## src/hw/rtl/lsm_pkg.sv

```systemverilog
// lsm_pkg: shared types, constants and helpers of the line substring matcher
// depends on nothing; used by all lsm modules

package lsm_pkg;

   localparam int PATTERN_MAX_DEF = 128;
   localparam int LINE_KEEP_DEF   = 510;
   localparam int QUEUE_DEPTH     = 4;

   localparam logic [7:0] NEWLINE_CHAR = 8'd10;
   localparam logic [7:0] ZERO_CHAR    = 8'd0;

   // input action codes
   localparam logic [1:0] ACT_LOAD = 2'd0;
   localparam logic [1:0] ACT_TEXT = 2'd1;
   localparam logic [1:0] ACT_END  = 2'd2;

   // configuration register indexes
   localparam logic CSR_CASE_FOLD   = 1'b0;
   localparam logic CSR_PATTERN_LEN = 1'b1;

   typedef enum logic [1:0] {
      KIND_PATTERN,
      KIND_TEXT,
      KIND_NEWLINE,
      KIND_END
   } kind_type;

   typedef struct packed {
      kind_type    kind;
      logic [6:0]  pattern_index;
      logic [7:0]  data_byte;
   } entry_type;

   typedef struct packed {
      logic        case_fold;
      logic [6:0]  pattern_length;
   } cfg_type;

   typedef struct packed {
      logic [15:0] line_number;
      logic        line_matched;
      logic [8:0]  first_column;
      logic [8:0]  occurrence_count;
      logic [15:0] matching_lines_total;
      logic        end_of_text;
   } result_type;

   // ascii upper case onto lower case when folding is on
   function automatic logic [7:0] fold_char(input logic [7:0] c, input logic en);
      logic [7:0] r;
      r = c;
      if (en && c >= 8'd65 && c <= 8'd90) begin
         r = c + 8'd32;
      end
      return r;
   endfunction

endpackage

```

## src/hw/rtl/lsm_queue.sv

```systemverilog
// lsm_queue: small fifo of classified beats between front and back
// depends on lsm_pkg (entry_type)

module lsm_queue #(
   parameter int DEPTH = lsm_pkg::QUEUE_DEPTH
) (
   input  logic                clock,
   input  logic                reset,
   input  logic                push,
   input  lsm_pkg::entry_type  push_entry,
   output logic                has_space,
   input  logic                pop,
   output logic                not_empty,
   output lsm_pkg::entry_type  head
);

   localparam int AW = (DEPTH > 1) ? $clog2(DEPTH) : 1;
   localparam int CW = $clog2(DEPTH + 1);

   lsm_pkg::entry_type slot_ff [DEPTH];
   logic [AW-1:0] wr_ptr_ff, wr_ptr_in, rd_ptr_ff, rd_ptr_in;
   logic [CW-1:0] count_ff, count_in;

   assign has_space = count_ff != CW'(DEPTH);
   assign not_empty = count_ff != '0;
   assign head      = slot_ff[rd_ptr_ff];

   always_comb begin
      wr_ptr_in = wr_ptr_ff;
      rd_ptr_in = rd_ptr_ff;
      count_in  = count_ff;
      if (push) begin
         wr_ptr_in = (wr_ptr_ff == AW'(DEPTH - 1)) ? '0 : wr_ptr_ff + AW'(1);
      end
      if (pop) begin
         rd_ptr_in = (rd_ptr_ff == AW'(DEPTH - 1)) ? '0 : rd_ptr_ff + AW'(1);
      end
      if (push && !pop) begin
         count_in = count_ff + CW'(1);
      end else if (pop && !push) begin
         count_in = count_ff - CW'(1);
      end
   end

   always_ff @(posedge clock) begin
      if (reset) begin
         wr_ptr_ff <= '0;
         rd_ptr_ff <= '0;
         count_ff  <= '0;
      end else begin
         wr_ptr_ff <= wr_ptr_in;
         rd_ptr_ff <= rd_ptr_in;
         count_ff  <= count_in;
      end
   end

   always_ff @(posedge clock) begin
      if (push) begin
         slot_ff[wr_ptr_ff] <= push_entry;
      end
   end

endmodule

```

## config.mk

```make
export PLATFORM = sky130hd
export DESIGN_NAME = lsm_queue
export DESIGN_NICKNAME = d
export VERILOG_FILES = /design/src/hw/rtl/lsm_pkg.sv /design/src/hw/rtl/lsm_queue.sv
export SDC_FILE = /design/constraint.sdc
export NUM_CORES = 1
export LEC_CHECK = 0
export BUFFER_PORTS_ARGS = -buffer_cell sky130_fd_sc_hd__buf_2
export CORE_ASPECT_RATIO = 1.1
export CORE_MARGIN = 8
export CORE_UTILIZATION = 56
export CTS_CLUSTER_SIZE = 25
export DETAILED_ROUTE_END_ITERATION = 10
export GPL_TIMING_DRIVEN = 1
export PLACE_DENSITY = 0.75
export SLEW_MARGIN = 20
export SYNTH_ARGS = -nofsm -noshare
export SYNTH_HDL_FRONTEND = slang
export SYNTH_SLANG_ARGS = --single-unit
```

## constraint.sdc

```tcl
create_clock -name clock -period 1.9 [get_ports clock]
set_input_delay 0.38 -clock clock [delete_from_list [all_inputs] [get_ports clock]]
set_output_delay 0.38 -clock clock [all_outputs]
set_load 0.005 [all_outputs]
```

==> results, run 1 <==
- The final reports fail on setup timing.
- In the final routed layout, each cell accounts on average for a little under 20 µm.
- In this run the tool buffered the top-level ports with 39 buffer cells.
- Once detailed placement completed, the half-perimeter wirelength came to 3.21 mm.
- Fill cells in the final layout number ~340.
- The largest buffer count on any clock path is 2.
- The clock slew seen by the registers of the worst setup and hold paths is about 0.070 ns.
- Measured along the y axis, the die boundary spans between 90 and 100 µm.
- The flow ran to the end, but the final reports show violations.
- The via count of the routed design is between 1,000 and 1,500.
- The ratio of total power to cell area is 1040 nW/µm².
- From left edge to right edge, the die measures roughly 85 µm.
- The total global-route track usage is roughly 14%.
- At the pin with the least slew margin, the transition time is about 0.27 ns.
- The count of TritonRoute iterations in the first routing pass is 4.
- For this block, wires on met1 add up to just under 2 mm.
- The H-tree was split into 3 levels.
- After detailed routing, no signal wire sits above met4.
- The worst-case IR drop observed on VDD is approximately 0.5 mV.
- The non-filler instance count after layout is between 200 and 300.
- The tree is rooted in a clkbuf_8.
- The DRC violation count after routing is 0.
- The count of final hold-check violations was 0.
- Cells fill between 60% and 70% of the core in the end.
- The initial antenna violation count is 0.
- The starting utilization of the core area is between 50% and 60%.
- The via count of the first global-routing pass is approximately 1,600.
- The clock tree from TritonCTS is done.
- STA puts the critical path data arrival time at 1.54 ns.
- The final layout contains approximately 220 nets.
- Clock latency on the worst-skew pair, taken at its later pin, is 0.34 ns.
- The overall routed net length is just under 5 mm.
- After detailed placement, the design holds a cell count of 234.
- Dividing the detail-routed via count by the number of cells gives approximately 5.5.
- Based on the critical path, the design can be clocked at up to between 0.5 and 0.6 GHz.
- The wire length of the first global-routing pass is about 8 mm.
- The switching power of the nets is approximately 750 µW.
- The share of layout cells above drive strength 1 is 40.2%.
- The share of the clock period used by the worst path is 101%.
- Of the total power, the clock network draws around a third.
- Counting the buffers created by CTS gives 9.
- The sequential fraction of the synthesis area is about three quarters.
- Measured against its own limit, the worst slew margin works out to 82.2%.
- The combinational share of power is between 10% and 20%.
- In this run, the number of DRC markers left after iteration 0 of detailed routing was ~100.
- Setup violations remaining at the end of the flow were counted as 16.
- The Yosys warning count is 0.
- The worst hold-check path type is in2reg.
- The average instance in the mapped netlist occupies about 22 µm².
- The clock arrives with approximately 0.0033 ns of skew.
- The amount of wire on met2 after detailed routing is roughly 2.7 mm.
- With fillers left out, the area of the finished cells amounts to about 3500 µm².
- The setup path with the least slack is of type reg2out.
- The cell row count is 27.
- The proportion of total power due to net switching is between 20% and 30%.
- The internal portion of the total power is between 2 and 3 mW.
- 0 antenna diodes ended up in the layout.
- In this run the worst path has a maximum fanout of 8.
- The final max-slew violation count is 0.
- The combined area of all synthesized cells is slightly below 3000 µm².
- The final critical delay including setup and external delays is 1.92 ns.
- The weighted congestion at the end of routability-driven global placement is roughly 0.7.
- Entering global routing, the biggest net connects 18 pins.
- Across all setup checks in the final design, the least slack found is -0.0209 ns.
- Final hold analysis gives a worst-case slack of 0.256 ns.
- The static leakage is about 1.3 nW.
- The flop and latch count out of synthesis is between 70 and 80.
- The synthesized netlist cell count is around 130.
- For this design, the sink count on the clock tree is slightly below 80.
- The worst setup path is captured at a primary output.
- The core box area is 5030 µm².
- Setup repair after global routing could not meet its margin everywhere.
- The post-place instance area is approximately 3200 µm².
- The worst setup path is launched from a register.
- The routed length on met3 is around 280 µm.
- At the worst endpoint, the required time is 1.52 ns.
- The residual antenna-violating net count after detailed routing is 0.
- 40 I/O pins were placed.
- The total overflow left after global routing is 0.
- The area growth from synthesis to layout is 17.9%.
- In this run, distinct cell masters in the synthesized netlist total 19.
- Of the total power, registers draw approximately 55%.
- Post-CTS timing repair inserted 0 buffers for setup.
- The max capacitance violation total is 0.
- The die footprint is ~7800 µm².
- The post-synth net total is around 160.
-- sequential cells by signal (all words and copies together) (netlist names), named ones only --
signal	flops
rd_ptr_ff	2
count_ff	3
slot_ff	68
wr_ptr_ff	2
-- per-layer routing --
layer	global-route usage [%]	vias up
li1	-	644
met1	14.3	688
met2	23.4	42
met3	4.82	7
met4	7.43	0
met5	0	-
-- timing repair --
item                       in CTS  in global routing
gates cloned                    1                  1
resized for setup              10                  0
setup endpoints to repair      17                 17
hold buffers                    0                  0
-- cell families after synthesis --
logic type,after synthesis,share of synthesized area [%]
fa+ha+maj,7,3.24
xor+xnor,2,0.597
buf+inv,8,1.92
flops,77,75.7
simple gates,16,2.69
compound gates,3,0.512
mux,21,15.3
-- cells in the mapped netlist, drive strengths merged --
library cell | count | area share [%]
ha | 6 | 2.6
a21oi | 2 | 0.34
or3 | 2 | 0.43
buf | 4 | 1.4
nor2 | 8 | 1.0
dfxtp | 9 | 6.1
and2 | 4 | 0.85
mux4 | 17 | 14
mux2i | 4 | 1.4
fa | 1 | 0.68
inv | 4 | 0.51
edfxtp | 68 | 70
xor2 | 2 | 0.60
nand2 | 1 | 0.13
nor3b | 1 | 0.26
o21ai | 1 | 0.17
-- per-stage QoR --
stage          worst slack [ns]  power [mW]  setup TNS (ns)
2_1_floorplan             0.258        2.19               0
3_3_place_gp              0.116        2.32               0
3_5_place_dp            -0.0356        2.35         -0.0356
4_1_cts                 -0.0480        3.61          -0.315
5_1_grt                 -0.0701        3.71          -0.977
6_report                -0.0209        3.59          -0.148
-- worst paths after layout --
| kind | from | to | slack (ns) | depth (start not counted) |
|---|---|---|---|---|
| worst max register to register | count_ff[0] | count_ff[2] | 0.40 | 4 |
| worst min register to register | count_ff[2] | count_ff[2] | 0.54 | 2 |
| worst max-delay path | register | head[5] | -0.02 | 3 |
| worst min-delay path | push_entry[13] | slot_ff[2][13] | 0.26 | 1 |
-- layout make-up --
| class | count | area [µm²] | share of cell area [%] |
|---|---|---|---|
| Clock inverter | 7 | 80.1 | 2.31 |
| Inverter | 4 | 15.0 | 0.434 |
| Multi-Input combinational cell | 49 | 629 | 18.2 |
| Timing Repair Buffer | 48 | 313 | 9.04 |
| Sequential cell | 77 | 2230 | 64.3 |
| Tap cell | 58 | 72.6 | 2.10 |
| Clock buffer | 9 | 124 | 3.58 |
-- placed cells by master (no fill, tap or decap), drive strengths merged --
master / count
buf: 47
clkbuf: 10
a21oi: 2
nand2: 1
edfxtp: 68
mux2i: 4
inv: 4
xor2: 2
o21ai: 1
or3: 2
and2: 4
mux4: 17
fa: 1
clkinv: 5
ha: 6
nor3b: 1
nor2: 8
dfxtp: 9
bufinv: 2
-- power groups by stage --
| stage | clock [mW] | sequential, mW | combinational, mW |
|---|---|---|---|
| floorplan | 0 | 1.99 | 0.199 |
| global placement | 0 | 1.99 | 0.324 |
| detailed placement | 0 | 2.00 | 0.346 |
| CTS | 1.28 | 1.97 | 0.362 |
| global route | 1.34 | 1.98 | 0.396 |
| finish | 1.26 | 1.97 | 0.360 |
-- worst max-delay path, cell delays in order, from the launching register on --
cell	delay [ns]
dfxtp_4	0.41
buf_16	0.15
mux4_2	0.49
buf_2	0.14
Note: power is estimated with default switching activity, not from simulation.
==> inputs of run 2 (changes only) <==
Settings changed: BUFFER_PORTS_ARGS -buffer_cell sky130_fd_sc_hd__buf_2 to -buffer_cell sky130_fd_sc_hd__buf_4, SETUP_SLACK_MARGIN set to 0.02, SKIP_LAST_GASP set to 1.
==> run 2 against run 1 <==
Clock power is 21% lower. Worst setup slack got worse by 0.0027 ns. Wire length rose by 3.4%. Highest routed layer unchanged. Sequential power barely moved. Final cell count is 1.2% lower. The flow still finishes with violations (setup timing). Via count up 3.4%. Register-to-register slack lost 0.20 ns.
==> results, run 2 (synthesized netlist as in run 1, its figures left out) <==
- CTS placed an instance of clkbuf_8 at the clock tree root.
- The top register by number of flip-flops is slot_ff.
- The floorplan die height came to 91.9 µm (unchanged).
- The average wire length per cell after detail routing is 20.5 µm (+4.7%).
- The count of TritonRoute iterations in the first routing pass came to 4 (unchanged).
- The residual antenna-violating net count after detailed routing is 0 (unchanged).
- The via count of the routed design is 1,428 (+3.4%).
- The static leakage came to 1.27 nW (+1.3%).
- The largest registers in the layout are slot_ff x68, count_ff x3.
- The share of layout cells above drive strength 1 is 39.3% (-0.94 points).
- The worst slack at placement was -0.0178 ns (+0.0178 ns).
- TritonCTS built the clock tree.
- The final design utilization is 70.5% (+1.8 points).
- The core box area is 5030 µm² (unchanged).
- The largest buffer count on any clock path is 2 (unchanged).
- The final max-slew violation count is 0 (unchanged).
- The global-route met3 utilization is 3.57% (-1.2 points).
- Setup repair after global routing could not meet its margin everywhere.
- The overall routed net length is 5.12 mm (+3.4%).
- The ratio of total power to cell area is 959 nW/µm² (-7.7%).
- The share of the clock period used by the worst path was 101% (+0.14 points).
- The clock network latency to the later pin of the worst-skew pair is 0.34 ns (about the same).
- The number of inserted diodes is 0 (unchanged).
- The number of flip-flops under the largest register name is 68 (unchanged).
- The area of the multi-input gates is 629 µm² (unchanged).
- STA classifies the critical path startpoint as a register.
- In this run the most used layer during global routing was met2.
- The peak fanout along the critical path came to 4 (-4).
- The die footprint was 7810 µm² (unchanged).
- The slew at the pin with the worst max-slew slack is 0.916 ns (+0.649 ns).
- The most common cell after layout, fill and taps aside is edfxtp_1.
- The post-layout total power is 3.40 mW (-5.2%).
- The initial antenna violation count was 0 (unchanged).
- The number of levels in the clock H-tree is 3 (unchanged).
- The top-level I/O count is 40 (unchanged).
- The clock slew seen by the registers of the worst setup and hold paths is 0.08 ns (about the same).
- The area overhead of the layout relative to synthesis is 21.0%.
- The count of routing violations after the opening detailed-route iteration was 116 (+17%).
- The total number of clock tree sinks is 77 (unchanged).
- The maximum achievable frequency is 0.520 GHz (-0.14%).
- The total global-route track usage was 13.5% (-0.16 points).
- The library cells used most frequently in the layout, excluding fill and tap cells, are 68 x edfxtp_1, 25 x buf_4, 17 x mux4_2, 17 x buf_6, 9 x clkbuf_8.
- The maximum VDD drop is 0.716 mV (+45%).
- The final setup violation count was 14 (-2).
- The die extent in x was 85.0 µm (unchanged).
- The via count of the first global-routing pass is 1,555 (-2.1%).
- The max capacitance violation total was 0 (unchanged).
- The run finished, with violations left.
- The cell row count is 27 (unchanged).
- The worst setup path is of the reg2out kind.
- The required time of the critical path was 1.52 ns (about the same).
- The number of nets in the finished design is 214 (-1.4%).
- The weighted congestion at the end of routability-driven global placement is 0.668 (-2.0%).
- The post-detailed-route via-to-cell ratio is 5.73 (+4.6%).
- The setup clock skew after layout is 0.00835 ns (+0.00508 ns).
- The category of the worst setup path capture point is a primary output.
- The DRC violation count after routing came to 0 (unchanged).
- The count of final hold-check violations is 0 (unchanged).
- The largest net degree at the start of global routing came to 18 (unchanged).
- The met1 capacity usage during global routing was 14.4% (+0.091 points).
- The normalized max-slew margin was 38.9% (-43 points).
- The port buffer count is 39 (unchanged).
- The overall overflow remaining after global route is 0 (unchanged).
- The starting utilization of the core area is 58.3% (unchanged).
- The min-delay analysis places its worst path in the category in2reg.
- The final critical delay including setup and external delays is 1.92 ns (+0.00267 ns).
- The total CTS buffers is 9 (unchanged).
- The number of fill cells is 320 (-5.6%).
- The met2 global-route usage is 23.6% (+0.20 points).
- The wire length of the first global-routing pass is 7.65 mm (-1.6%).
- The post-CTS repair timing setup buffer count is 0 (unchanged).
- The sequential cell area is 2230 µm² (unchanged).
- The arrival time reported for the critical path endpoint is 1.54 ns (about the same).
- The total negative slack for setup checks is -0.172 ns (-0.0240 ns).
- The checks that failed: setup timing.
- The final critical-path setup slack was -0.0235 ns (-0.00267 ns).
-- run 2: layout make-up --
type | count | share of cell area [%]
Tap cell | 58 | 2.04
Clock buffer | 9 | 3.49
Timing Repair Buffer | 45 | 12.7
Inverter | 4 | 0.423
Clock inverter | 7 | 0.916
Multi-Input combinational cell | 49 | 17.7
Sequential cell | 77 | 62.7
-- run 2: worst paths after layout --
kind,cells after the start,from,slack (ns),end
worst max-delay path,3,register,-0.02,head[8]
worst min-delay path,1,push_entry[2],0.24,slot_ff[3][2]
worst max register to register,3,wr_ptr_ff[0],0.20,slot_ff[0][3]
worst min register to register,2,rd_ptr_ff[1],0.56,rd_ptr_ff[1]
-- run 2: worst max-delay path, stage by stage, from the launching register on --
cell,delay (ns)
dfxtp_4,0.41
clkbuf_16,0.16
mux4_2,0.51
buf_6,0.13
-- run 2: metrics by stage --
| stage | cell area, µm² | instances | hold slack (ns) |
|---|---|---|---|
| global route | 3550 | 249 | 0.228 |
| CTS | 3520 | 248 | 0.231 |
| detailed placement | 3300 | 231 | 0.545 |
| global placement | 3300 | 231 | 0.476 |
| floorplan | 2930 | 134 | 0.449 |
| finish | 3550 | 249 | 0.240 |
-- run 2: routing by layer --
metal / wire length [µm] / vias to the layer above
met3: 278 / 7
met4: 76 / 0
met2: 2760 / 40
li1: - / 636
met5: 0 / -
met1: 2000 / 745
-- run 2: repair_timing --
action	4_1_cts	5_1_grt
endpoints found under the setup margin	17	17
cloned	1	1
hold buffers	0	0
gates resized for setup	11	16
-- run 2: power by group --
part / internal (mW) / total [mW] / switching, mW
Clock: 0.451 / 0.999 / 0.548
Combinational: 0.255 / 0.433 / 0.179
Sequential: 1.93 / 1.97 / 0.0414
==> inputs of run 3 (changes only) <==
==> constraint.sdc (replaced) <==
create_clock -name clock -period 1.9 [get_ports clock]
set_input_delay 0.19 -clock clock [delete_from_list [all_inputs] [get_ports clock]]
set_output_delay 0.19 -clock clock [all_outputs]
set_load 0.005 [all_outputs]
==> run 3 against run 2 <==
The flow now finishes without violations. Register-to-register slack improved by 0.03 ns. Sequential share of layout area rose by 0.55 points. Critical path depth did not move. Wire length shrank 4.6%. Clock-buffer cell count unchanged. Combinational power shrank 11%. Die area stayed put. Clock skew is essentially flat. Critical path type unchanged. Critical endpoint is now head[9].
==> results, run 3 (synthesized netlist as in run 1, its figures left out) <==
- The total number of clock tree sinks is 77 (unchanged).
- The arrival time reported for the critical path endpoint is 1.61 ns (+0.07 ns).
- The number of levels in the clock H-tree is 3 (unchanged).
- The hold slack is 0.0501 ns (-0.190 ns).
- The weighted congestion at the end of routability-driven global placement is 0.666 (-0.21%).
- The length in cells of the worst reg-to-reg path is 3 (unchanged).
- The cell row count came to 27 (unchanged).
- The core box area is 5030 µm² (unchanged).
- The floorplan die height is 91.9 µm (unchanged).
- The initial antenna violation count is 0 (unchanged).
- The stage delay of the slowest cell on the critical path was 0.58 ns (+0.07 ns).
- The port buffer count is 39 (unchanged).
- STA classifies the critical path endpoint as a primary output.
- The routed length on met3 is 240 µm (-14%).
- The via count of the routed design is 1,390 (-2.7%).
- The number of nets in the finished design is 213 (-0.47%).
- The ratio of total power to cell area was 998 nW/µm² (+4.1%).
- In the layout the commonest cells are 68 x edfxtp_1, 42 x buf_4, 10 x mux4_2.
- The largest buffer count on any clock path is 2 (unchanged).
- The count of final hold-check violations is 0 (unchanged).
- The average wire length per cell after detail routing is 19.7 µm (-4.2%).
- The share of the clock period used by the worst path came to 94.7% (-6.5 points).
- The number of flip-flops under the largest register name was 68 (unchanged).
- The critical path goes through buf_12, mux4_1, buf_4.
- The maximum achievable frequency is 0.556 GHz (+6.9%).
- Relative to the synthesized area, the layout overhead comes to 19.8%.
- The via count of the first global-routing pass is 1,534 (-1.4%).
- The required time of the critical path came to 1.71 ns (+0.19 ns).
- The cell depth of the worst min-delay path is 1 (unchanged).
- The total negative slack for setup checks was 0 ns (+0.172 ns).
- After detailed routing, no signal wire sits above met4.
- More flip-flops sit in one register than any other, and that register is slot_ff.
- The met1 wire length is 1.96 mm (-2.0%).
- The flow ran to the end, and the final reports show no timing, DRC or antenna violations.
- The slowest stage of the critical path is the mux4_1 cell.
- The residual antenna-violating net count after detailed routing came to 0 (unchanged).
- The die extent in x was 85.0 µm (unchanged).
- The normalized max-slew margin was 42.3% (+3.4 points).
- The overall routed net length is 4.88 mm (-4.6%).
- The HPWL reported at the end of detailed placement is between 3 and 4 mm.
- The overall overflow remaining after global route was 0 (unchanged).
- The total global-route track usage is 13.4% (-0.047 points).
- The worst hold-check path type is in2reg.
- STA classifies the critical path startpoint as a register.
- The path type of the worst setup path is reg2out.
- The final setup violation count is 0 (-14).
- In the final layout, the registers with the most flip-flops are slot_ff x68, count_ff x3.
- The count of routing violations after the opening detailed-route iteration is 113 (-2.6%).
- The peak fanout along the critical path came to 9 (+5).
- The largest net degree at the start of global routing is 18 (unchanged).
- The max capacitance violation total is 0 (unchanged).
- The amount of wire on met2 after detailed routing is 2.63 mm (-4.8%).
- The top-level I/O count is 40 (unchanged).
- The clock tree from TritonCTS is done.
- The number of inserted diodes is 0 (unchanged).
- The slew at the pin with the worst max-slew slack is 0.865 ns (-0.0514 ns).
- The post-detailed-route via-to-cell ratio is 5.60 (-2.3%).
- In this run the clock root is driven by a clkbuf_8.
- The die footprint is 7810 µm² (unchanged).
- The clock slew seen by the registers of the worst setup and hold paths is 0.08 ns (about the same).
- The static leakage is 1.28 nW (+0.69%).
- The clock network latency to the later pin of the worst-skew pair was 0.34 ns (about the same).
- The final critical delay including setup and external delays came to 1.80 ns (-0.124 ns).
- The total CTS buffers is 9 (unchanged).
- The share of layout cells above drive strength 1 is 36.8% (-2.4 points).
- The number of fill cells is 306 (-4.4%).
- The starting utilization of the core area was 58.3% (unchanged).
- The maximum VDD drop was 0.566 mV (-21%).
- The DRC violation count after routing was 0 (unchanged).
- The wire length of the first global-routing pass was 7.82 mm (+2.2%).
- The final max-slew violation count is 0 (unchanged).
- The count of TritonRoute iterations in the first routing pass is 6 (+2).
- Setup repair after global routing left no endpoint under its margin.
- The setup clock skew after layout came to 0.00821 ns (-0.000142 ns).
- Leaving out fill and tap cells, the most frequent cell in the layout is edfxtp_1.
## run 3: cell count changes in the layout (fill, tap and decap cells not counted)
| cell | before | now |
|---|---|---|
| buf_16 | 1 | 0 |
| buf_4 | 25 | 42 |
| buf_6 | 17 | 0 |
| bufinv_16 | 0 | 1 |
| clkinv_1 | 4 | 1 |
| clkinv_2 | 2 | 3 |
| dfxtp_2 | 0 | 1 |
| dfxtp_4 | 1 | 0 |
| inv_6 | 0 | 1 |
| mux4_1 | 0 | 7 |
| mux4_2 | 17 | 10 |
## run 3: worst paths after layout
kind	start	to	slack, ns
worst min register to register	count_ff[2]	count_ff[2]	0.53
worst max register to register	wr_ptr_ff[0]	slot_ff[0][11]	0.23
worst max-delay path	register	head[9]	0.10
worst min-delay path	push_entry[2]	slot_ff[0][2]	0.05
## run 3: critical path: cells and delay by family (launching register included)
kind                   cells  cell delay [ns]
muxes                      1             0.58
DFF                        1             0.39
buffers and inverters      2             0.32
## run 3: cell type report
type                    instances  area, µm²  area share (%)
clock inverters                 7       65.1            1.85
inverters                       4       15.0           0.427
flip-flops and latches         77       2220            63.2
repair buffers                 44        360            10.2
clock buffers                   9        124            3.52
multi-input cells              49        656            18.6
well taps                      58       72.6            2.06
## run 3: metrics by stage
stage | instances | power (mW) | instance area (µm²) | utilization (%) | setup WS, ns
2_1_floorplan | 134 | 2.19 | 2930 | - | 0.448
3_3_place_gp | 231 | 2.36 | 3300 | 65.6 | 0.299
3_5_place_dp | 231 | 2.39 | 3300 | 65.6 | 0.186
4_1_cts | 247 | 3.52 | 3490 | 69.3 | 0.0649
5_1_grt | 248 | 3.66 | 3520 | 69.8 | 0.0383
6_report | 248 | 3.51 | 3520 | 69.8 | 0.101
## run 3: what timing repair did
item                       4_1_cts  5_1_grt
setup endpoints to repair        0        1
hold buffers                     0        0
setup buffers                    0        0
resized for setup                0        1
## run 3: report_power, final
part	total [mW]	internal, mW	switching, mW
clock network	1.16	0.599	0.556
registers	1.97	1.93	0.0369
logic	0.385	0.216	0.170
total	3.51	2.75	0.763
## run 3: per-layer routing
layer | GRT usage (%) | vias to the layer above
met2 | 23.4 | 32
li1 | - | 645
met3 | 4.46 | 5
met5 | 0 | -
met1 | 14.5 | 708
met4 | 5.79 | 0
